## config.mk

```make
export PLATFORM = sky130hd
export DESIGN_NAME = hangul_two_set_key_composer
export DESIGN_NICKNAME = d
export VERILOG_FILES = /design/src/hw/rtl/hgc_pkg.sv /design/src/hw/rtl/hangul_two_set_key_composer.sv /design/src/hw/rtl/hgc_core.sv /design/src/hw/rtl/hgc_out.sv
export SDC_FILE = /design/constraint.sdc
export NUM_CORES = 1
export LEC_CHECK = 0
export ABC_AREA = 1
export BUFFER_PORTS_ARGS = -buffer_cell sky130_fd_sc_hd__buf_2
export CORE_MARGIN = 3
export CORE_UTILIZATION = 45
export CTS_CLUSTER_SIZE = 12
export DETAILED_ROUTE_END_ITERATION = 6
export GPL_TIMING_DRIVEN = 0
export PLACE_DENSITY_LB_ADDON = 0.12
export SYNTH_ARGS = -nofsm -noshare
export SYNTH_HDL_FRONTEND = slang
export SYNTH_SLANG_ARGS = --single-unit
```

## constraint.sdc

```tcl
create_clock -name clk -period 4.67 [get_ports clk]
set_clock_uncertainty 0.05 [all_clocks]
set_input_delay 0.467 -clock clk [delete_from_list [all_inputs] [get_ports clk]]
set_output_delay 0.467 -clock clk [all_outputs]
set_load 0.05 [all_outputs]
```

## src/hw/rtl/hgc_pkg.sv

```systemverilog
package hgc_pkg;

  localparam int STACK_DEPTH = 4;
  localparam int SP_W = $clog2(STACK_DEPTH + 1);
  localparam int IDX_W = $clog2(STACK_DEPTH);
  localparam int MAX_RES = 4;

  localparam logic [7:0] NONE_CODE = 8'd128;
  localparam logic [7:0] KEY_BS = 8'd8;
  localparam logic [7:0] KEY_CR = 8'd13;
  localparam logic [7:0] KEY_DEL = 8'd127;

  localparam logic [2:0] ACT_COMMIT = 3'd0;
  localparam logic [2:0] ACT_OPEN = 3'd1;
  localparam logic [2:0] ACT_WRITE = 3'd2;
  localparam logic [2:0] ACT_PASS = 3'd3;
  localparam logic [2:0] ACT_DELETE = 3'd4;
  localparam logic [2:0] ACT_BELL = 3'd5;

  typedef struct packed {
    logic [7:0] pass_char;
    logic [7:0] final_code;
    logic [7:0] medial_code;
    logic [7:0] initial_code;
    logic [2:0] action;
  } res_t;

  typedef struct packed {
    res_t [MAX_RES-1:0] res;
    logic [2:0] count;
  } run_t;

  function automatic res_t mk(logic [2:0] act, logic [7:0] i, logic [7:0] m,
                              logic [7:0] f, logic [7:0] c);
    res_t r;
    r.action = act;
    r.initial_code = i;
    r.medial_code = m;
    r.final_code = f;
    r.pass_char = c;
    return r;
  endfunction

  function automatic res_t act_only(logic [2:0] act);
    return mk(act, NONE_CODE, NONE_CODE, NONE_CODE, 8'd0);
  endfunction

  // zero means no jamo for this key
  function automatic logic [7:0] initial_of(logic [7:0] k);
    logic [7:0] r;
    case (k)
      "r": r = NONE_CODE + 8'd1;
      "R": r = NONE_CODE + 8'd2;
      "s": r = NONE_CODE + 8'd3;
      "e": r = NONE_CODE + 8'd4;
      "E": r = NONE_CODE + 8'd5;
      "f": r = NONE_CODE + 8'd6;
      "a": r = NONE_CODE + 8'd7;
      "q": r = NONE_CODE + 8'd8;
      "Q": r = NONE_CODE + 8'd9;
      "t": r = NONE_CODE + 8'd10;
      "T": r = NONE_CODE + 8'd11;
      "d": r = NONE_CODE + 8'd12;
      "w": r = NONE_CODE + 8'd13;
      "W": r = NONE_CODE + 8'd14;
      "c": r = NONE_CODE + 8'd15;
      "z": r = NONE_CODE + 8'd16;
      "x": r = NONE_CODE + 8'd17;
      "v": r = NONE_CODE + 8'd18;
      "g": r = NONE_CODE + 8'd19;
      default: r = 8'd0;
    endcase
    return r;
  endfunction

  function automatic logic [7:0] vowel_of(logic [7:0] k);
    logic [7:0] r;
    case (k)
      "k": r = NONE_CODE + 8'd1;
      "o": r = NONE_CODE + 8'd2;
      "i": r = NONE_CODE + 8'd3;
      "O": r = NONE_CODE + 8'd4;
      "j": r = NONE_CODE + 8'd5;
      "p": r = NONE_CODE + 8'd6;
      "u": r = NONE_CODE + 8'd7;
      "P": r = NONE_CODE + 8'd8;
      "h": r = NONE_CODE + 8'd9;
      "y": r = NONE_CODE + 8'd13;
      "n": r = NONE_CODE + 8'd14;
      "b": r = NONE_CODE + 8'd18;
      "m": r = NONE_CODE + 8'd19;
      "l": r = NONE_CODE + 8'd21;
      default: r = 8'd0;
    endcase
    return r;
  endfunction

  function automatic logic [7:0] final_of(logic [7:0] k);
    logic [7:0] r;
    case (k)
      "r": r = NONE_CODE + 8'd1;
      "R": r = NONE_CODE + 8'd2;
      "s": r = NONE_CODE + 8'd4;
      "e": r = NONE_CODE + 8'd7;
      "f": r = NONE_CODE + 8'd8;
      "a": r = NONE_CODE + 8'd16;
      "q": r = NONE_CODE + 8'd17;
      "t": r = NONE_CODE + 8'd19;
      "T": r = NONE_CODE + 8'd20;
      "d": r = NONE_CODE + 8'd21;
      "w": r = NONE_CODE + 8'd22;
      "c": r = NONE_CODE + 8'd23;
      "z": r = NONE_CODE + 8'd24;
      "x": r = NONE_CODE + 8'd25;
      "v": r = NONE_CODE + 8'd26;
      "g": r = NONE_CODE + 8'd27;
      default: r = 8'd0;
    endcase
    return r;
  endfunction

  function automatic logic [7:0] join_final(logic [7:0] fin, logic [7:0] k);
    logic [7:0] r;
    r = 8'd0;
    if (fin == NONE_CODE + 8'd1 && k == "t") r = NONE_CODE + 8'd3;
    if (fin == NONE_CODE + 8'd4) begin
      if (k == "w") r = NONE_CODE + 8'd5;
      if (k == "g") r = NONE_CODE + 8'd6;
    end
    if (fin == NONE_CODE + 8'd8) begin
      case (k)
        "r": r = NONE_CODE + 8'd9;
        "a": r = NONE_CODE + 8'd10;
        "q": r = NONE_CODE + 8'd11;
        "t": r = NONE_CODE + 8'd12;
        "x": r = NONE_CODE + 8'd13;
        "v": r = NONE_CODE + 8'd14;
        "g": r = NONE_CODE + 8'd15;
        default: r = 8'd0;
      endcase
    end
    if (fin == NONE_CODE + 8'd17 && k == "t") r = NONE_CODE + 8'd18;
    return r;
  endfunction

  function automatic logic [7:0] join_vowel(logic [7:0] vow, logic [7:0] k);
    logic [7:0] r;
    r = 8'd0;
    if (vow == NONE_CODE + 8'd9) begin
      if (k == "k") r = NONE_CODE + 8'd10;
      if (k == "o") r = NONE_CODE + 8'd11;
      if (k == "l") r = NONE_CODE + 8'd12;
    end
    if (vow == NONE_CODE + 8'd14) begin
      if (k == "j") r = NONE_CODE + 8'd15;
      if (k == "p") r = NONE_CODE + 8'd16;
      if (k == "l") r = NONE_CODE + 8'd17;
    end
    if (vow == NONE_CODE + 8'd19 && k == "l") r = NONE_CODE + 8'd20;
    return r;
  endfunction

endpackage

```

## src/hw/rtl/hangul_two_set_key_composer.sv

```systemverilog
// Two-set Hangul key composer. Each input beat carries one typed key and the line-full
// flag; each output beat is one editor action (commit cell, open cell, write syllable,
// pass char, delete cell or bell), the last action of a key marked by tlast. A key is
// taken into an input register, worked through the composing state and
// turns into a run of zero to four actions held in an output queue. The output port
// drains one action per cycle while m_axis_tready is high; one further key can wait in
// the input register, and it moves into the composing state in the same cycle as the
// last action of the previous one leaves. The toggle key, set through cfg_wr_en and cfg_wr_data,
// resets to 0; the user must write it only while idle, the block itself does not enforce it.
module hangul_two_set_key_composer (
  input  logic        clk,
  input  logic        rst,
  input  logic        cfg_wr_en,
  input  logic [7:0]  cfg_wr_data,   // mode_toggle_key
  input  logic        s_axis_tvalid,
  output logic        s_axis_tready,
  input  logic [7:0]  s_axis_tdata,  // key
  input  logic        s_axis_tuser,  // line_full
  output logic        m_axis_tvalid,
  input  logic        m_axis_tready,
  output logic [31:0] m_axis_tdata,  // initial_code, medial_code, final_code, pass_char
  output logic [2:0]  m_axis_tuser,  // action
  output logic        m_axis_tlast
);

  logic [7:0] mode_toggle_key;
  logic in_valid;
  logic [7:0] in_key;
  logic in_full;
  logic free;
  logic consume;
  hgc_pkg::run_t run;

  assign consume = in_valid && free;
  assign s_axis_tready = !in_valid || free;

  always_ff @(posedge clk) begin
    if (rst) begin
      mode_toggle_key <= 8'd0;
    end else if (cfg_wr_en) begin
      mode_toggle_key <= cfg_wr_data;
    end
  end

  always_ff @(posedge clk) begin
    if (rst) begin
      in_valid <= 1'b0;
    end else if (s_axis_tvalid && s_axis_tready) begin
      in_valid <= 1'b1;
    end else if (consume) begin
      in_valid <= 1'b0;
    end
  end

  always_ff @(posedge clk) begin
    if (s_axis_tvalid && s_axis_tready) begin
      in_key <= s_axis_tdata;
      in_full <= s_axis_tuser;
    end
  end

  hgc_core u_core (
    .clk        (clk),
    .rst        (rst),
    .load       (consume),
    .key        (in_key),
    .line_full  (in_full),
    .toggle_key (mode_toggle_key),
    .run        (run)
  );

  hgc_out u_out (
    .clk           (clk),
    .rst           (rst),
    .load          (consume),
    .run           (run),
    .free          (free),
    .m_axis_tvalid (m_axis_tvalid),
    .m_axis_tready (m_axis_tready),
    .m_axis_tdata  (m_axis_tdata),
    .m_axis_tuser  (m_axis_tuser),
    .m_axis_tlast  (m_axis_tlast)
  );

endmodule

```

## src/hw/rtl/hgc_core.sv

```systemverilog
module hgc_core (
  input  logic                clk,
  input  logic                rst,
  input  logic                load,
  input  logic [7:0]          key,
  input  logic                line_full,
  input  logic [7:0]          toggle_key,
  output hgc_pkg::run_t       run
);

  localparam logic [2:0] ST_PLAIN = 3'd0;
  localparam logic [2:0] ST_EMPTY = 3'd1;
  localparam logic [2:0] ST_INIT = 3'd2;
  localparam logic [2:0] ST_MED = 3'd3;
  localparam logic [2:0] ST_FIN = 3'd4;

  logic [2:0] state, state_next;
  logic [7:0] initial_jamo, initial_jamo_next;
  logic [7:0] medial_jamo, medial_jamo_next;
  logic [7:0] final_jamo, final_jamo_next;
  logic [7:0] last_consonant_key, last_consonant_key_next;
  logic [hgc_pkg::SP_W-1:0] stack_pointer, stack_pointer_next;
  logic [7:0] undo_stack [hgc_pkg::STACK_DEPTH];

  logic stk_we;
  logic [hgc_pkg::IDX_W-1:0] stk_wa;
  logic [7:0] stk_wd;

  logic [7:0] ini_k, vow_k, fin_k, jf_k, jv_k, ini_lck, split_ini;
  logic pop_empty, can_push;
  logic [hgc_pkg::SP_W-1:0] sp_dec, sp_inc, pop_sp;
  logic [7:0] pop_val;
  logic plain_key;

  function automatic hgc_pkg::run_t pass_run(logic [2:0] st, logic [7:0] k);
    hgc_pkg::run_t r;
    r = '0;
    if (st > ST_EMPTY && k != hgc_pkg::KEY_DEL) begin
      r.res[0] = hgc_pkg::act_only(hgc_pkg::ACT_COMMIT);
      r.res[1] = hgc_pkg::mk(hgc_pkg::ACT_PASS, hgc_pkg::NONE_CODE, hgc_pkg::NONE_CODE,
                             hgc_pkg::NONE_CODE, k);
      r.count = 3'd2;
    end else begin
      r.res[0] = hgc_pkg::mk(hgc_pkg::ACT_PASS, hgc_pkg::NONE_CODE, hgc_pkg::NONE_CODE,
                             hgc_pkg::NONE_CODE, k);
      r.count = 3'd1;
    end
    return r;
  endfunction

  function automatic hgc_pkg::run_t new_initial_run(logic [7:0] t);
    hgc_pkg::run_t r;
    r = '0;
    r.res[0] = hgc_pkg::act_only(hgc_pkg::ACT_COMMIT);
    r.res[1] = hgc_pkg::act_only(hgc_pkg::ACT_OPEN);
    r.res[2] = hgc_pkg::mk(hgc_pkg::ACT_WRITE, t, hgc_pkg::NONE_CODE, hgc_pkg::NONE_CODE,
                           8'd0);
    r.count = 3'd3;
    return r;
  endfunction

  assign ini_k = hgc_pkg::initial_of(key);
  assign vow_k = hgc_pkg::vowel_of(key);
  assign fin_k = hgc_pkg::final_of(key);
  assign jf_k = hgc_pkg::join_final(final_jamo, key);
  assign jv_k = hgc_pkg::join_vowel(medial_jamo, key);
  assign ini_lck = hgc_pkg::initial_of(last_consonant_key);
  assign split_ini = (ini_lck != 8'd0) ? ini_lck : hgc_pkg::NONE_CODE;

  assign sp_dec = stack_pointer - hgc_pkg::SP_W'(1);
  assign sp_inc = stack_pointer + hgc_pkg::SP_W'(1);
  assign pop_empty = (stack_pointer == '0) ||
                     (stack_pointer > hgc_pkg::SP_W'(hgc_pkg::STACK_DEPTH));
  assign can_push = stack_pointer < hgc_pkg::SP_W'(hgc_pkg::STACK_DEPTH);
  assign pop_val = pop_empty ? hgc_pkg::NONE_CODE : undo_stack[sp_dec[hgc_pkg::IDX_W-1:0]];
  assign pop_sp = pop_empty ? '0 : sp_dec;

  assign plain_key = line_full && key != hgc_pkg::KEY_BS && key != hgc_pkg::KEY_CR &&
                     key != hgc_pkg::KEY_DEL;

  always_comb begin
    state_next = state;
    initial_jamo_next = initial_jamo;
    medial_jamo_next = medial_jamo;
    final_jamo_next = final_jamo;
    last_consonant_key_next = last_consonant_key;
    stack_pointer_next = stack_pointer;
    stk_we = 1'b0;
    stk_wa = stack_pointer[hgc_pkg::IDX_W-1:0];
    stk_wd = hgc_pkg::NONE_CODE;
    run = '0;
    if (key == toggle_key) begin
      if (state > ST_EMPTY) begin
        run.res[0] = hgc_pkg::act_only(hgc_pkg::ACT_COMMIT);
        run.count = 3'd1;
      end
      state_next = (state != ST_PLAIN) ? ST_PLAIN : ST_EMPTY;
    end else if (plain_key) begin
      run.res[0] = hgc_pkg::act_only(hgc_pkg::ACT_BELL);
      run.count = 3'd1;
    end else begin
      unique case (state)
        ST_PLAIN: begin
          run = pass_run(ST_PLAIN, key);
        end
        ST_EMPTY: begin
          stack_pointer_next = '0;
          if (ini_k != 8'd0) begin
            run.res[0] = hgc_pkg::act_only(hgc_pkg::ACT_OPEN);
            run.res[1] = hgc_pkg::mk(hgc_pkg::ACT_WRITE, ini_k, hgc_pkg::NONE_CODE,
                                     hgc_pkg::NONE_CODE, 8'd0);
            run.count = 3'd2;
            initial_jamo_next = ini_k;
            state_next = ST_INIT;
          end else if (vow_k != 8'd0) begin
            run.res[0] = hgc_pkg::act_only(hgc_pkg::ACT_OPEN);
            run.res[1] = hgc_pkg::mk(hgc_pkg::ACT_WRITE, hgc_pkg::NONE_CODE, vow_k,
                                     hgc_pkg::NONE_CODE, 8'd0);
            run.res[2] = hgc_pkg::act_only(hgc_pkg::ACT_COMMIT);
            run.count = 3'd3;
          end else begin
            run = pass_run(state, key);
          end
        end
        ST_INIT: begin
          if (vow_k != 8'd0) begin
            run.res[0] = hgc_pkg::mk(hgc_pkg::ACT_WRITE, initial_jamo, vow_k,
                                     hgc_pkg::NONE_CODE, 8'd0);
            run.count = 3'd1;
            if (can_push) begin
              stk_we = 1'b1;
              stk_wd = hgc_pkg::NONE_CODE;
              stack_pointer_next = sp_inc;
            end
            medial_jamo_next = vow_k;
            state_next = ST_MED;
          end else if (ini_k != 8'd0) begin
            run = new_initial_run(ini_k);
            initial_jamo_next = ini_k;
            stack_pointer_next = '0;
            state_next = ST_INIT;
          end else if (key == hgc_pkg::KEY_BS) begin
            run.res[0] = hgc_pkg::act_only(hgc_pkg::ACT_DELETE);
            run.count = 3'd1;
            state_next = ST_EMPTY;
          end else begin
            run = pass_run(state, key);
            state_next = ST_EMPTY;
          end
        end
        ST_MED: begin
          if (fin_k != 8'd0) begin
            run.res[0] = hgc_pkg::mk(hgc_pkg::ACT_WRITE, initial_jamo, medial_jamo, fin_k,
                                     8'd0);
            run.count = 3'd1;
            if (can_push) begin
              stk_we = 1'b1;
              stk_wd = hgc_pkg::NONE_CODE;
              stack_pointer_next = sp_inc;
            end
            final_jamo_next = fin_k;
            last_consonant_key_next = key;
            state_next = ST_FIN;
          end else if (jv_k != 8'd0) begin
            run.res[0] = hgc_pkg::mk(hgc_pkg::ACT_WRITE, initial_jamo, jv_k,
                                     hgc_pkg::NONE_CODE, 8'd0);
            run.count = 3'd1;
            if (can_push) begin
              stk_we = 1'b1;
              stk_wd = medial_jamo;
              stack_pointer_next = sp_inc;
            end
            medial_jamo_next = jv_k;
          end else if (ini_k != 8'd0) begin
            run = new_initial_run(ini_k);
            initial_jamo_next = ini_k;
            stack_pointer_next = '0;
            state_next = ST_INIT;
          end else if (vow_k != 8'd0) begin
            run.res[0] = hgc_pkg::act_only(hgc_pkg::ACT_COMMIT);
            run.res[1] = hgc_pkg::act_only(hgc_pkg::ACT_OPEN);
            run.res[2] = hgc_pkg::mk(hgc_pkg::ACT_WRITE, hgc_pkg::NONE_CODE, vow_k,
                                     hgc_pkg::NONE_CODE, 8'd0);
            run.res[3] = hgc_pkg::act_only(hgc_pkg::ACT_COMMIT);
            run.count = 3'd4;
            state_next = ST_EMPTY;
          end else if (key == hgc_pkg::KEY_BS) begin
            medial_jamo_next = pop_val;
            stack_pointer_next = pop_sp;
            run.res[0] = hgc_pkg::mk(hgc_pkg::ACT_WRITE, initial_jamo, pop_val,
                                     hgc_pkg::NONE_CODE, 8'd0);
            run.count = 3'd1;
            if (pop_val == hgc_pkg::NONE_CODE) state_next = ST_INIT;
          end else begin
            run = pass_run(state, key);
            state_next = ST_EMPTY;
          end
        end
        ST_FIN: begin
          if (jf_k != 8'd0) begin
            run.res[0] = hgc_pkg::mk(hgc_pkg::ACT_WRITE, initial_jamo, medial_jamo, jf_k,
                                     8'd0);
            run.count = 3'd1;
            if (can_push) begin
              stk_we = 1'b1;
              stk_wd = final_jamo;
              stack_pointer_next = sp_inc;
            end
            final_jamo_next = jf_k;
            last_consonant_key_next = key;
          end else if (vow_k != 8'd0) begin
            // the final moves over to open the next syllable
            run.res[0] = hgc_pkg::mk(hgc_pkg::ACT_WRITE, initial_jamo, medial_jamo, pop_val,
                                     8'd0);
            run.res[1] = hgc_pkg::act_only(hgc_pkg::ACT_COMMIT);
            run.res[2] = hgc_pkg::act_only(hgc_pkg::ACT_OPEN);
            run.res[3] = hgc_pkg::mk(hgc_pkg::ACT_WRITE, split_ini, vow_k,
                                     hgc_pkg::NONE_CODE, 8'd0);
            run.count = 3'd4;
            medial_jamo_next = vow_k;
            initial_jamo_next = split_ini;
            stk_we = 1'b1;
            stk_wa = '0;
            stk_wd = hgc_pkg::NONE_CODE;
            stack_pointer_next = hgc_pkg::SP_W'(1);
            state_next = ST_MED;
          end else if (ini_k != 8'd0) begin
            run = new_initial_run(ini_k);
            initial_jamo_next = ini_k;
            stack_pointer_next = '0;
            state_next = ST_INIT;
          end else if (key == hgc_pkg::KEY_BS) begin
            final_jamo_next = pop_val;
            stack_pointer_next = pop_sp;
            run.res[0] = hgc_pkg::mk(hgc_pkg::ACT_WRITE, initial_jamo, medial_jamo, pop_val,
                                     8'd0);
            run.count = 3'd1;
            if (pop_val == hgc_pkg::NONE_CODE) state_next = ST_MED;
          end else begin
            run = pass_run(state, key);
            state_next = ST_EMPTY;
          end
        end
        default: begin
          run = pass_run(ST_PLAIN, key);
          state_next = ST_PLAIN;
        end
      endcase
    end
  end

  always_ff @(posedge clk) begin
    if (rst) begin
      state <= ST_PLAIN;
      initial_jamo <= hgc_pkg::NONE_CODE;
      medial_jamo <= hgc_pkg::NONE_CODE;
      final_jamo <= hgc_pkg::NONE_CODE;
      last_consonant_key <= 8'd0;
      stack_pointer <= '0;
    end else if (load) begin
      state <= state_next;
      initial_jamo <= initial_jamo_next;
      medial_jamo <= medial_jamo_next;
      final_jamo <= final_jamo_next;
      last_consonant_key <= last_consonant_key_next;
      stack_pointer <= stack_pointer_next;
    end
  end

  always_ff @(posedge clk) begin
    if (load && stk_we) begin
      undo_stack[stk_wa] <= stk_wd;
    end
  end

endmodule

```

## src/hw/rtl/hgc_out.sv

```systemverilog
module hgc_out (
  input  logic          clk,
  input  logic          rst,
  input  logic          load,
  input  hgc_pkg::run_t run,
  output logic          free,
  output logic          m_axis_tvalid,
  input  logic          m_axis_tready,
  output logic [31:0]   m_axis_tdata,
  output logic [2:0]    m_axis_tuser,
  output logic          m_axis_tlast
);

  logic [2:0] left;
  hgc_pkg::res_t [hgc_pkg::MAX_RES-1:0] queue;
  logic take;

  assign take = m_axis_tvalid && m_axis_tready;
  assign free = (left == 3'd0) || (left == 3'd1 && m_axis_tready);

  always_ff @(posedge clk) begin
    if (rst) begin
      left <= 3'd0;
    end else if (load) begin
      left <= run.count;
    end else if (take) begin
      left <= left - 3'd1;
    end
  end

  // head of the run always sits in entry zero
  always_ff @(posedge clk) begin
    if (load) begin
      queue <= run.res;
    end else if (take) begin
      for (int i = 0; i < hgc_pkg::MAX_RES - 1; i++) begin
        queue[i] <= queue[i+1];
      end
    end
  end

  assign m_axis_tvalid = left != 3'd0;
  assign m_axis_tlast = left == 3'd1;
  assign m_axis_tuser = queue[0].action;
  assign m_axis_tdata = {queue[0].pass_char, queue[0].final_code, queue[0].medial_code,
                         queue[0].initial_code};

endmodule

```

# Yosys cells after proc, flatten, opt, wreduce, memory -nomap -nowiden
# Memory sizes are Yosys's and may differ from the RTL's.
# Cells that the tools add are included.
# op_classes
mul	0
n_lt_le_gt_ge	3
n_eq_ne	91
n_reduce_logical	39
div_mod_pow	0
n_bitwise	2
muxes	134
addsub	3
shift	0
# ops
cell	count
2-to-1 mux 105 bit	6
one-hot mux 143 bit (4 select lines)	1
2-to-1 mux 143 bit	3
== test 8 x 7 -> 1 bit, second input constant	52
2-to-1 mux 38 bit	10
2-to-1 mux 8 bit	43
one-hot mux 8 bit (19 select lines)	2
2-to-1 mux 100 bit	2
2-to-1 mux 70 bit	2
2-to-1 mux 135 bit	1
one-hot mux 8 bit (16 select lines)	1
one-hot mux 8 bit (14 select lines)	1
2-to-1 mux 3 bit	29
2-to-1 mux 73 bit	1
2-to-1 mux 35 bit	2
== test 8 bit, second input constant	8
one-hot mux 8 bit (7 select lines)	1
one-hot mux 8 bit (2 select lines)	3
nonzero test 8 bit	6
one-hot mux 8 bit (4 select lines)	1
2-to-1 mux 30 bit	1
2-to-1 mux 27 bit	1
one-hot mux 8 bit (3 select lines)	1
AND reduction 8 bit	3
other kinds (37)	91
# totals
mem_bits_rw	32
reg_bits	199
out_inout_bits	38
mem_count	1
mem_bits_ro	0
latch_bits	0
elab_cells	304
# memory_table
memory	depth	width	rd	rd_ports_with_merged_regs	write_ports	line	source
u_core.undo_stack	4	8	1	0	1	hgc_core.sv:23	logic [7:0] undo_stack [hgc_pkg::STACK_DEPTH];

# Longest topological paths before layout
# Gate-level depths: netlist of run 1.
# logic_depth
ltp_word	19
ltp_mapped	20

# By module
# From an unflattened synthesis of run 1, not the netlist that was laid out.
# hier_totals
hier_cells	1725
area_unflattened_um2	13452.9
# modules_own_cells
module	n_inst	seq_area_each_um2	cells_per_inst	area_per_inst_um2
hgc_core	1	1721.7	1124	6845.3
hgc_out	1	4264.1	550	6020.8
hangul_two_set_key_composer	1	450.4	51	586.8

# Worst setup path before layout of run 1
# OpenSTA, ideal clock, no wires.
# synth_path
path_kind	flip-flop to flip-flop
startpoint	register u_out.left[0]
endpoint	register u_out.left[0]
path_buffers	0
arrival_ns	5.035
path_stages_with_launch	8
setup_time_ns	0.137
t_required_ns	4.483
path_slack_ns	-0.552
path_cell_list	dfxtp_1 -> inv_1 -> ha_1 -> nand2_1 -> o21ai_1 -> inv_1 -> a211oi_1 -> a21oi_1
# synth_via
elab_cells_between_ends	11
classes_between	add/sub (1); eq/ne (1); mux (2); reduce/logical (7)
# synth_lines
item	line	source
start, declared	hgc_out.sv:14	logic [2:0] left;
start signal, assigned	hgc_out.sv:25	left <= run.count;
start signal, assigned	hgc_out.sv:27	left <= left - 3'd1;
nonzero test 3 bit	hgc_out.sv:42	assign m_axis_tvalid = left != 3'd0;
via m_axis_tvalid	hangul_two_set_key_composer.sv:19	output logic m_axis_tvalid,
logical AND 1 bit	hgc_out.sv:18	assign take = m_axis_tvalid && m_axis_tready;
nonzero test 2 bit (no line)	-	
# The timed path passes the listed nets, and every way through them passes these cells. The select of a mux whose other input is x is not followed.
# A chain may end at the register's enable or synchronous reset.

# Final worst setup path of run 1
# layout_path
startpoint	register u_out.left[0]
endpoint	memory u_core.undo_stack[0][0], enable pin
# layout_via
elab_chain_len	7
elab_cells_between_ends	8
classes_between	eq/ne (1); mux (2); reduce/logical (5)
# layout_lines
item	line	source
== test 3 x 1 -> 1 bit	hgc_out.sv:19	assign free = (left == 3'd0) || (left == 3'd1 && m_axis_tready);
logical AND 1 bit	hgc_out.sv:19	
logical OR 1 bit (*)	hgc_out.sv:19	
logical AND 1 bit (*)	hangul_two_set_key_composer.sv:34	assign consume = in_valid && free;
via consume	hangul_two_set_key_composer.sv:31	logic consume;
logical AND 1 bit (*)	hgc_core.sv:271	if (load && stk_we) begin
2-to-1 mux 1 bit (*)	hgc_core.sv:271	
2-to-1 mux 1 bit (not written as such) (*)	hgc_core.sv:272	undo_stack[stk_wa] <= stk_wd;
end, declared	hgc_core.sv:23	
# The timed path passes the listed nets; every way through them passes the cells marked *.

==> results of run 1 <==
[area by class of cell]
cell class / instances / area, um2
plain buffers: 76 / 484
clock buffers: 17 / 425
clock inverters: 15 / 161
fillers: 2252 / 10900
inverters: 147 / 562
multi-input cells: 973 / 4770
flip-flops and latches: 178 / 4840
well taps: 313 / 392
repair buffers: 61 / 365
[where the power goes]
group          switching (mW)  leakage, nW  total [mW]  internal, mW
registers              0.0983         1.65        2.29          2.19
clock network           0.731        0.291        1.45         0.722
logic                    1.30         3.43        1.85         0.553
total                    2.13         5.37        5.60          3.47
[kinds of logic (layout without fill, tap and decap cells)]
kind of cell	count (synthesis)	count (layout)	share of synthesized area, %
compound gates	215	215	11.4
other cells	2	12	0.0708
mux	1	1	0.0944
fa+ha+maj	5	5	0.590
xor+xnor	8	8	0.661
buf+inv	223	316	9.87
simple gates	732	732	31.6
flops	178	178	45.7
[path summary, 6_finish.rpt]
check / startpoint / to / slack, ns
max: u_out.left[0] / u_core.undo_stack[0][0] / 0.72
min: s_axis_tdata[4] / in_key[4] / 0.15
max reg2reg: u_out.left[0] / u_core.undo_stack[0][0] / 0.72
min reg2reg: u_core.initial_jamo[5] / u_core.initial_jamo[5] / 0.38
[cell usage after synthesis, drive strengths merged, types with 5 or more instances]
cell,number,area [um2]
xor2,5,43.8
nand4,21,131
o41ai,6,52.6
a21oi,59,295
clkbuf,20,75.1
ha,5,62.6
o211ai,13,97.6
nand2,397,1600
nand3,97,533
o21ai,116,588
edfxtp,128,3840
inv,144,551
dfxtp,50,1000
nor2,175,835
a211oi,5,37.5
nor3,24,135
nor4,6,37.5
buf,56,409
or2,6,37.5
[registers in the layout (all words and copies together), names as in the netlist]
| register | cells |
|---|---|
| in_full | 1 |
| u_core.final_jamo | 8 |
| u_out.left | 3 |
| u_core.last_consonant_key | 8 |
| u_out.queue | 52 |
| in_valid | 1 |
| u_out.m_axis_tdata | 32 |
| u_core.initial_jamo | 8 |
| u_core.undo_stack | 32 |
| in_key | 8 |
| u_core.medial_jamo | 8 |
| u_core.stack_pointer | 3 |
| u_out.m_axis_tuser | 3 |
| mode_toggle_key | 8 |
| u_core.state | 3 |
[per-stage QoR]
step           worst slack (ns)  power (mW)  util, %  std cells  setup TNS, ns
2_1_floorplan             0.955        3.69        -       1374              0
3_3_place_gp             -0.122        4.10     49.4       1745         -0.122
3_5_place_dp              0.727        4.19     49.8       1748              0
4_1_cts                   0.699        5.63     52.4       1780              0
5_1_grt                   0.397        5.86     52.4       1780              0
6_report                  0.717        5.60     52.4       1780              0
[per-layer routing]
metal / global-route usage, % / share of wire [%] / vias up
met1: 36.7 / 44 / 4496
met5: 0 / 0 / -
met2: 40.3 / 44 / 382
met4: 10.9 / 3.9 / 0
met3: 4.71 / 7.3 / 50
li1: - / - / 4685
==> summary.md, run 1 <==
For the number of setup buffers added after CTS, the log shows 0. Reported max-cap violation count: 0. Using the TritonRoute via totals, the vias-per-cell ratio works out to 5.40. Setup repair after global routing left no endpoint under its margin.

The number of buffers created by CTS was 17. The flow ran to the end, and the final reports show no timing, DRC or antenna violations. TritonCTS built the clock tree.

In this run the number of cells on the critical path is 12. The starting density of the core is 46.3%. Yosys printed 0 warnings.

The final critical path time including I/O delays and setup is 3.95 ns. The type of element capturing the critical path is a register. Among all flip-flop cells after synthesis, the most frequent one is edfxtp_1. Counting stages on the worst path, the most repeated cell is nand2_1. The area overhead of the layout relative to synthesis was 13.3%. For this run, design rule violations remaining after detail routing come to 0.

The logs give 25.7 mm for the HPWL after detailed placement and 0.269 mV for the worst-case vdd ir drop. The run gives 45.7% as the sequential fraction of the synthesis area. The library cells used most frequently in the layout, excluding fill and tap cells, are nand2_1, nor2_1, edfxtp_1. The most common cell after layout, fill and taps aside is nand2_1. The run gives 0 as the number of antenna violations at the first check in global routing. Entering global routing, the biggest net connects 28 pins. The required time of the critical path came out at 4.69 ns.

The H-tree was split into 4 levels. Summing all non-filler instances in the final layout gives an area of 0.0120 mm2. Fraction of registers with async set or reset after synthesis: 0%.

On the final layout, the worst hold slack is 0.148 ns. The via count of the first global-routing pass was 8969. Setup violations remaining at the end of the flow were counted as 0. The number of enable flip-flop cells after synthesis is 128. The number of port buffers came out at 58. The count of endpoints failing hold in the final timing report was 0; the number of sinks driven by the clock tree was 178.

For the pin with the worst max-slew slack, the measured transition is 1.04 ns. At the end of routability-driven placement, the weighted congestion stood at 1.03. On the worst path, the slowest cell contributes a delay of 0.77 ns.

Synthesis produced 1364 cells. The run gives 0 as the max-slew violation total from the final report. Dividing total power by cell area gives a power density of 466 mW/mm2.

The number of instances on the worst hold path works out to 1. The tools report the count of cell types in the netlist as 53. The slowest stage of the critical path is the nor2_2 cell. For the number of gates resized after cts, the log shows 0.

In the final layout, the share of cells above drive strength 1 is 17.5%. The initialized floorplan defines 55 standard-cell rows. For this run, the top clock speed supported by timing is 253 MHz. Total routing usage reported by global routing: 26.3%. The tools report the number of nets with antenna violations after routing as 0.

The part of the cycle the worst path needs was 84.6%. The worst setup path is launched from a register. The worst hold path belongs to the class input pin to register. The die covers 0.0254 mm2. No sink is reached through more buffers than the 2 on the longest clock path. Headroom to the max-slew limit came out at 30.6%.

At the end of the flow, the number of nets in the layout was 1481. The total of hold buffers inserted after clock tree synthesis came out at 0. The clock reaches the later pin of the worst-skew pair after 0.44 ns. The die is 159 um tall. In this run the count of I/O pins placed on the die edge is 60. For the worst setup path, the data arrival time is 3.97 ns.

Summed over all layers, the routed wires come to 33.2 mm. After floorplanning, the core was sized to cover 0.0229 mm2. The worst setup path is of the register to register kind.

Dividing the detail-routed wire length by the instance count gives 18.7 um. The number of antenna diodes in the final layout is 0. Of all nets on the critical path, the largest fanout is 20. On the critical path the largest part of the delay comes from simple AND/OR/NAND/NOR gates. After clock tree synthesis, the clock-pin slew on the worst setup and hold paths is 0.07 ns.

Summed over all layers, the global routing overflow is 0. The tools report the root buffer selected by CTS as clkbuf_16. The leakage power figure is 5.37 nW. The number of cells on the worst reg-to-reg path is 12.

In this run, synthesis produced a sequential element count of 178. The tools report the count of TritonRoute iterations in the first routing pass as 6. The placed instances occupy a cell area of 0.0114 mm2. In this run the mean area of a mapped cell was 7.77 um2. The combined buffer and inverter count along the critical path came out at 3. The first global-routing pass estimated 52.1 mm of wire. The signal on the critical path passes through inv_1, ha_1, nand2_1, nand2_1, inv_1, nor2_2, inv_2, nor2_4, nand2_1, nor2_2, nand2_2, nor2_1. Die width: 159 um.

The cell area that synthesis handed to floorplanning was 0.0106 mm2. The final route contains 9613 vias. The violation count after the first detailed-route iteration is 993.
No activity file was read; power rests on OpenSTA's default activity.
==> run 2, diff against run 1 <==
Settings changed: ABC_AREA 1 to 0.
Clock period 4.67 ns to 3.22 ns, I/O delays scaled along.
==> run 2 against run 1 <==
Against the previous run: the run now ends with setup timing left; sequential share of layout area down 2.7 points; clock-buffer cell count did not move; setup slack got worse by 0.73 ns; flip-flop and latch count stayed put; synthesized cell count shrank 21%; cell area is 7.0% higher; critical path depth fell by 2; global-route usage is 1.6 points higher; wire length up 3.9%; first-iteration DRC count rose by 9.4%; total power is 42% higher; critical path type unchanged; critical endpoint is now u_out.m_axis_tdata[12]; largest power group unchanged.
==> summary.md, run 2 <==
The ratio of routed vias to standard cells was 6.23 (+15%); the final weighted congestion in routability-driven placement was 1.03 (-0.25%). Setup repair after global routing could not meet its margin everywhere. The library cell used most frequently in the layout, excluding fill and tap cells, is edfxtp_1. Critical path's slowest cell: a222oi_1. The count of endpoints failing hold in the final timing report is 0 (unchanged), and the overall routed net length is 34.5 mm (+3.9%). The area overhead of the layout relative to synthesis works out to 23.9%. The core box area was 0.0222 mm2 (-3.0%).

Leaving out fill and tap cells, the most frequent cells in the layout are edfxtp_1, nand2_1, buf_4. The post-synthesis average cell area is 9.67 um2 (+24%). The checks that failed: setup timing. STA classifies the critical path endpoint as a register. The part of the cycle the worst path needs was 101% (+16 points); the share of the synthesized area in the top cell type was 37.1% (+0.80 points). The critical path goes through buf_6, buf_4, and3b_1, o211a_1, o21ai_4, and4_4, a31oi_1, or2_4, a222oi_1, o21ai_1. The later-pin clock latency in the skew report is 0.45 ns (about the same), and the number of nets with antenna violations after routing is 0 (unchanged). The overall power consumption came out at 7.96 mW (+42%). The reported max-cap violation count is 0 (unchanged).

The number of port buffers is 57 (-1.7%). The peak fanout along the critical path is 10 (-50%). The height of the chip is 158 um (-1.0%), and the number of setup violations in the final report is 2 (+2).

The synthesized flop and latch total is 178 (unchanged), and the clock slew seen by the registers of the worst setup and hold paths is 0.08 ns (about the same). The number of enable flip-flop cells after synthesis is 128 (unchanged). The gate count after technology mapping came out at 1073 (-21%).

The worst-case vdd ir drop is 0.422 mV (+57%). The flow ran to the end, but the final reports show violations. The tightest slew margin relative to the limit was 33.2% (+2.6 points); the per-cell routed wire length was 22.8 um (+22%). The via count of the first global-routing pass was 8926 (-0.48%); the total routing usage reported by global routing was 27.8% (+1.6 points). Kind of critical path: register to register. TritonCTS built the clock tree.

The row count is 54 (-1.8%). The leakage power figure was 4.73 nW (-12%); the count of TritonRoute iterations in the first routing pass was 6 (unchanged). The logs give 89 (+68%) for the count of cell types in the netlist and 309 MHz (+22%) for the fmax. The violation count after the first detailed-route iteration was 1086 (+9.4%). Cell type group with the largest total delay on the critical path: compound AO/OA/AOI/OAI gates. The most frequently used cell type in the post-synthesis netlist is edfxtp_1.

The maximum cell stage delay along the critical path is 0.51 ns (-0.26 ns). The tools report the number of warnings issued by yosys as 0 (unchanged). In this run the clock root is driven by a clkbuf_16. For the worst-case setup margin in the final layout, the log shows -0.0167 ns (-0.734 ns). Number of sinks driven by the clock tree: 178 (unchanged).

The tools report the worst-case clock buffer depth as 2 (unchanged). The cell area after placement was 0.0111 mm2 (-2.8%); the fraction of registers with async set or reset after synthesis was 0% (unchanged). Net count of the finished layout: 1245 (-16%). Wire length of the first global-routing pass: 52.3 mm (+0.53%). In the post-synthesis netlist, the biggest area contributors are edfxtp_1, dfxtp_1, nand2_1, nor2_1, a21oi_1. The sequential fraction of the synthesis area is 46.7% (+1.0 points). The layout cell share with drive strength beyond 1 was 27.5% (+10 points); the number of flip-flops in the largest register was 52 (unchanged).

Cell taking the most area after synthesis: edfxtp_1. The tools report the number of antenna cells inserted as 0 (unchanged). The tools report the number of antenna violations at the first check in global routing as 0 (unchanged). The power density of the placed cells was 620 mW/mm2 (+33%); the max-slew violation total from the final report was 0 (unchanged). The count of unresolved DRC violations after routing is 0 (unchanged). By count the netlist is led by edfxtp_1, nand2_1, nor2_1.

The largest net degree at the start of global routing is 43 (+54%), and the final critical path time including I/O delays and setup is 3.24 ns (-0.716 ns). Worst path arrival time: 3.37 ns (-0.60 ns). The tools report the number of buffers created by CTS as 17 (unchanged). The run gives 24.9 mm (-3.1%) as the HPWL after detailed placement.

Area of the die: 0.0249 mm2 (-2.1%). In this run the worst hold path is classified as input pin to register. The cell area after technology mapping came out at 0.0104 mm2 (-2.2%). The tools report the number of top-level pins as 60 (unchanged). The flip-flop cell with the highest count after synthesis was edfxtp_1. The combined buffer and inverter count along the critical path came out at 2 (-1).

The type of element launching the critical path is a register. Slew at the pin closest to its max-slew limit: 0.998 ns (-0.0415 ns). The required time of the critical path is 3.35 ns (-1.34 ns). The register with the most flip-flops in the final layout is u_out.queue. The total global routing overflow came out at 0 (unchanged). The starting density of the core was 46.7% (+0.40 points). The total via count in the routed design came out at 9419 (-2.0%). Die width: 158 um (-1.0%).

The final design instance area without fill is 0.0128 mm2 (+7.0%). Number of levels in the clock H-tree: 4 (unchanged).
-- run 2: cell types whose count changed in the layout (fill, tap and decap cells not counted), moves of 49 or more --
cell     delta
nor2_1     -56
nand3_1    -72
buf_4      +58
inv_1     -100
nand2_1   -261
o21ai_0    -49
-- run 2: cells by family after synthesis --
family / Yosys count / share of synthesized area (%)
compound gates: 284 / 19.0
simple gates: 421 / 21.4
xor+xnor: 17 / 1.44
other cells: 2 / 0.0724
buf+inv: 132 / 6.53
flops: 178 / 46.7
fa+ha+maj: 5 / 0.603
mux: 34 / 4.26
-- run 2: final timing paths --
| check | endpoint | depth (start not counted) | startpoint | slack (ns) |
|---|---|---|---|---|
| setup / recovery | u_out.m_axis_tdata[12] | 10 | in_key[1] | -0.02 |
| hold / removal | in_key[4] | 1 | s_axis_tdata[4] | 0.008 |
| setup reg to reg | u_out.m_axis_tdata[12] | 10 | in_key[1] | -0.02 |
| hold reg to reg | u_core.initial_jamo[7] | 1 | u_core.initial_jamo[7] | 0.41 |
-- run 2: power breakdown --
part | leakage, nW | internal (mW) | switching [mW]
clock network | 0.284 | 1.04 | 1.07
logic | 2.83 | 0.861 | 1.77
registers | 1.61 | 3.08 | 0.141
-- run 2: layout make-up --
| class | count | area (um2) |
|---|---|---|
| fillers | 1957 | 9380 |
| multi-input cells | 773 | 5470 |
| flip-flops and latches | 178 | 4840 |
| repair buffers | 122 | 826 |
| plain buffers | 104 | 691 |
| clock buffers | 17 | 425 |
| well taps | 280 | 350 |
| clock inverters | 15 | 154 |
| inverters | 22 | 92.6 |
-- run 2: stage by stage --
step	setup slack, ns	setup TNS, ns	util [%]	cells	hold WS (ns)
finish	-0.0167	-0.0201	57.8	1511	0.00772
global route	-0.0568	-0.599	57.8	1511	0.00236
CTS	-0.0190	-0.0237	55.7	1486	0.00182
detailed placement	-1.02	-79.91	49.9	1421	0.391
global placement	-1.03	-108.43	49.8	1420	0.383
floorplan	0.0257	0	-	1083	0.363
-- run 2: routing by layer --
layer	vias up	GRT usage [%]	part of all wire, %
met5	-	0	0
met4	0	11.2	4.0
met3	108	5.99	8.9
met2	510	42.7	45
met1	4524	38.5	43
li1	4277	-	-
-- run 2: timing repair --
| item | in CTS | in global routing |
|---|---|---|
| endpoints found under the setup margin | 157 | 128 |
| resized for setup | 102 | 83 |
| buffers inserted | 32 | 26 |
| endpoints found under the hold margin | 6 | 0 |
| pin swaps | 18 | 23 |
| hold buffers | 6 | 0 |
==> run 3, diff against run 2 <==
Settings changed: HOLD_SLACK_MARGIN from default to 0.03.
==> run 3 against run 2 <==
Against the previous run: the flow still finishes with violations (setup timing); global-route usage is essentially flat; wire length decreased by 0.19%; worst hold slack improved by 0.050 ns; largest cell class unchanged; combinational power hardly changed.
==> summary.md, run 3 (synthesis gave the netlist of run 2 again) <==
The flow ran to the end, but the final reports show violations. The checks that failed: setup timing. The run gives 9426 (+0.074%) as the total via count in the routed design. The tools report the number of nets with antenna violations after routing as 0 (unchanged). Layout cell share with drive strength beyond 1: 27.4% (-0.067 points). The logs give 0 (unchanged) for the reported max-cap violation count and 0.0111 mm2 (unchanged) for the cell area after placement. The count of TritonRoute iterations in the first routing pass is 6 (unchanged), and the die width is 158 um (unchanged).

The wire length of the first global-routing pass is 52.4 mm (+0.17%). For the final weighted congestion in routability-driven placement, the log shows 1.03 (unchanged). The number of setup violations in the final report was 1 (-1). For the worst-case clock buffer depth, the log shows 2 (unchanged). The fmax was 309 MHz (+0.16%).

The maximum cell stage delay along the critical path came out at 0.51 ns (about the same). The final design instance area without fill was 0.0129 mm2 (+0.23%). The library cell used most frequently in the layout, excluding fill and tap cells, is edfxtp_1. Setup repair after global routing could not meet its margin everywhere. Core box area: 0.0222 mm2 (unchanged).

The signal on the critical path passes through buf_6, buf_4, and3b_1, o211a_1, o21ai_4, and4_4, a31oi_1, or2_4, a222oi_1, o21ai_1. The height of the chip works out to 158 um (unchanged). The clock slew seen by the registers of the worst setup and hold paths came out at 0.08 ns (about the same). Part of the cycle the worst path needs: 100% (-0.16 points). The critical path's slowest cell is a222oi_1. The tools report the worst path arrival time as 3.36 ns (about the same). The power density of the placed cells came out at 618 mW/mm2 (-0.19%). The peak fanout along the critical path works out to 10 (unchanged).

In the layout the commonest cells are edfxtp_1, nand2_1, buf_4. The ratio of routed vias to standard cells is 6.23 (-0.12%), and the number of buffers created by CTS is 17 (unchanged). The run gives 0.0249 mm2 (unchanged) as the area of the die.

The slew at the pin closest to its max-slew limit was 1.01 ns (+0.0143 ns); the number of top-level pins was 60 (unchanged). The number of levels in the clock H-tree is 4 (unchanged). The count of unresolved DRC violations after routing was 0 (unchanged); the largest net degree at the start of global routing was 43 (unchanged).

The path class of the tightest hold or removal check is input pin to register. The register with the highest flop count was u_out.queue. TritonCTS built the clock tree.

Row count: 54 (unchanged). By startpoint and endpoint, the worst setup path is classified as register to register. The number of antenna cells inserted was 0 (unchanged); the number of port buffers was 57 (unchanged). Via count of the first global-routing pass: 8947 (+0.24%). The tools report the max-slew violation total from the final report as 0 (unchanged).

The worst-case vdd ir drop was 0.423 mV (about the same). The worst setup path is launched from a register. The logs give 3.35 ns (about the same) for the required time of the critical path and 34.4 mm (-0.19%) for the overall routed net length. The final critical path time including I/O delays and setup was 3.23 ns (-0.00513 ns). The worst-case setup margin in the final layout came out at -0.0116 ns (+0.00513 ns).

The post-route non-filler standard cell count is 1514 (+0.20%), and the number of sinks driven by the clock tree is 178 (unchanged). The area overhead of the layout relative to synthesis was 24.2%. For the tightest slew margin relative to the limit, the log shows 32.3% (-0.96 points). The run gives 1421 (unchanged) as the cell count after placement. The violation count after the first detailed-route iteration came out at 1075 (-1.0%). The logs give 27.9% (+0.041 points) for the total routing usage reported by global routing and -1.02 ns (unchanged) for the worst slack after detailed placement. The tools report the number of antenna violations at the first check in global routing as 0 (unchanged). The number of flip-flops in the largest register works out to 52 (unchanged). The net count of the finished layout was 1248 (+0.24%). The leakage power figure is 4.74 nW (+0.27%), and the total global routing overflow is 0 (unchanged).

The starting density of the core is 46.7% (unchanged), and the count of endpoints failing hold in the final timing report is 0 (unchanged). The root buffer selected by CTS is clkbuf_16. The tools report the HPWL after detailed placement as 24.9 mm (unchanged). The cell type group with the largest total delay on the critical path was compound AO/OA/AOI/OAI gates. The per-cell routed wire length is 22.7 um (-0.39%), and the later-pin clock latency in the skew report is 0.45 ns (about the same). STA classifies the critical path endpoint as a register.

Combined buffer and inverter count along the critical path: 2 (unchanged).
run 3: cell count changes in the layout (fill, tap and decap cells not counted), sizes merged:
| cell | previous run | this run |
|---|---|---|
| dlygate4sd3 | 6 | 9 |
run 3: repair_timing:
action | CTS | global route
gates cloned | 0 | 0
hold endpoints to repair | 9 | 0
resized for setup | 102 | 83
setup endpoints to repair | 157 | 128
setup buffers | 32 | 26
hold buffers | 9 | 0
pin swaps | 18 | 23
run 3: final timing paths:
path | endpoint | cells after the start | slack [ns] | start
setup / recovery | u_out.m_axis_tdata[12] | 10 | -0.01 | in_key[1]
hold / removal | in_valid | 3 | 0.06 | s_axis_tvalid
setup reg to reg | u_out.m_axis_tdata[12] | 10 | -0.01 | in_key[1]
hold reg to reg | u_core.initial_jamo[6] | 1 | 0.41 | u_core.initial_jamo[6]
run 3: worst min-delay path, cell delays in order:
cell	delay, ns
buf_2	0.10
inv_1	0.04
a21oi_1	0.04
run 3: where the power goes:
part | switching (mW) | internal, mW | leakage [nW] | total [mW]
registers | 0.140 | 3.08 | 1.61 | 3.22
clock network | 1.07 | 1.04 | 0.284 | 2.11
logic | 1.77 | 0.863 | 2.84 | 2.63
run 3: layout make-up:
cell class	count	area, um2
timing repair buffer	125	856
clock inverter	15	154
inverter	22	92.6
multi-input combinational	773	5470
tap	280	350
sequential	178	4840
clock buffer	17	425
fill	1952	9350
buffer	104	691
run 3: through the flow:
step	util, %	total power, mW	setup TNS, ns	hold WS [ns]
5_1_grt	57.9	8.31	-0.579	0.0669
3_3_place_gp	49.8	5.69	-108.43	0.383
4_1_cts	55.8	7.91	-0.0237	0.0575
2_1_floorplan	-	5.10	0	0.363
3_5_place_dp	49.9	5.73	-79.91	0.391
6_report	57.9	7.96	-0.0116	0.0575
run 3: routing by layer:
metal | GRT usage (%) | vias up | wire length (um)
met2 | 42.8 | 497 | 15400
met5 | 0 | - | 0
met3 | 5.99 | 86 | 3080
li1 | - | 4294 | -
met1 | 38.6 | 4549 | 14700
met4 | 11.2 | 0 | 1300
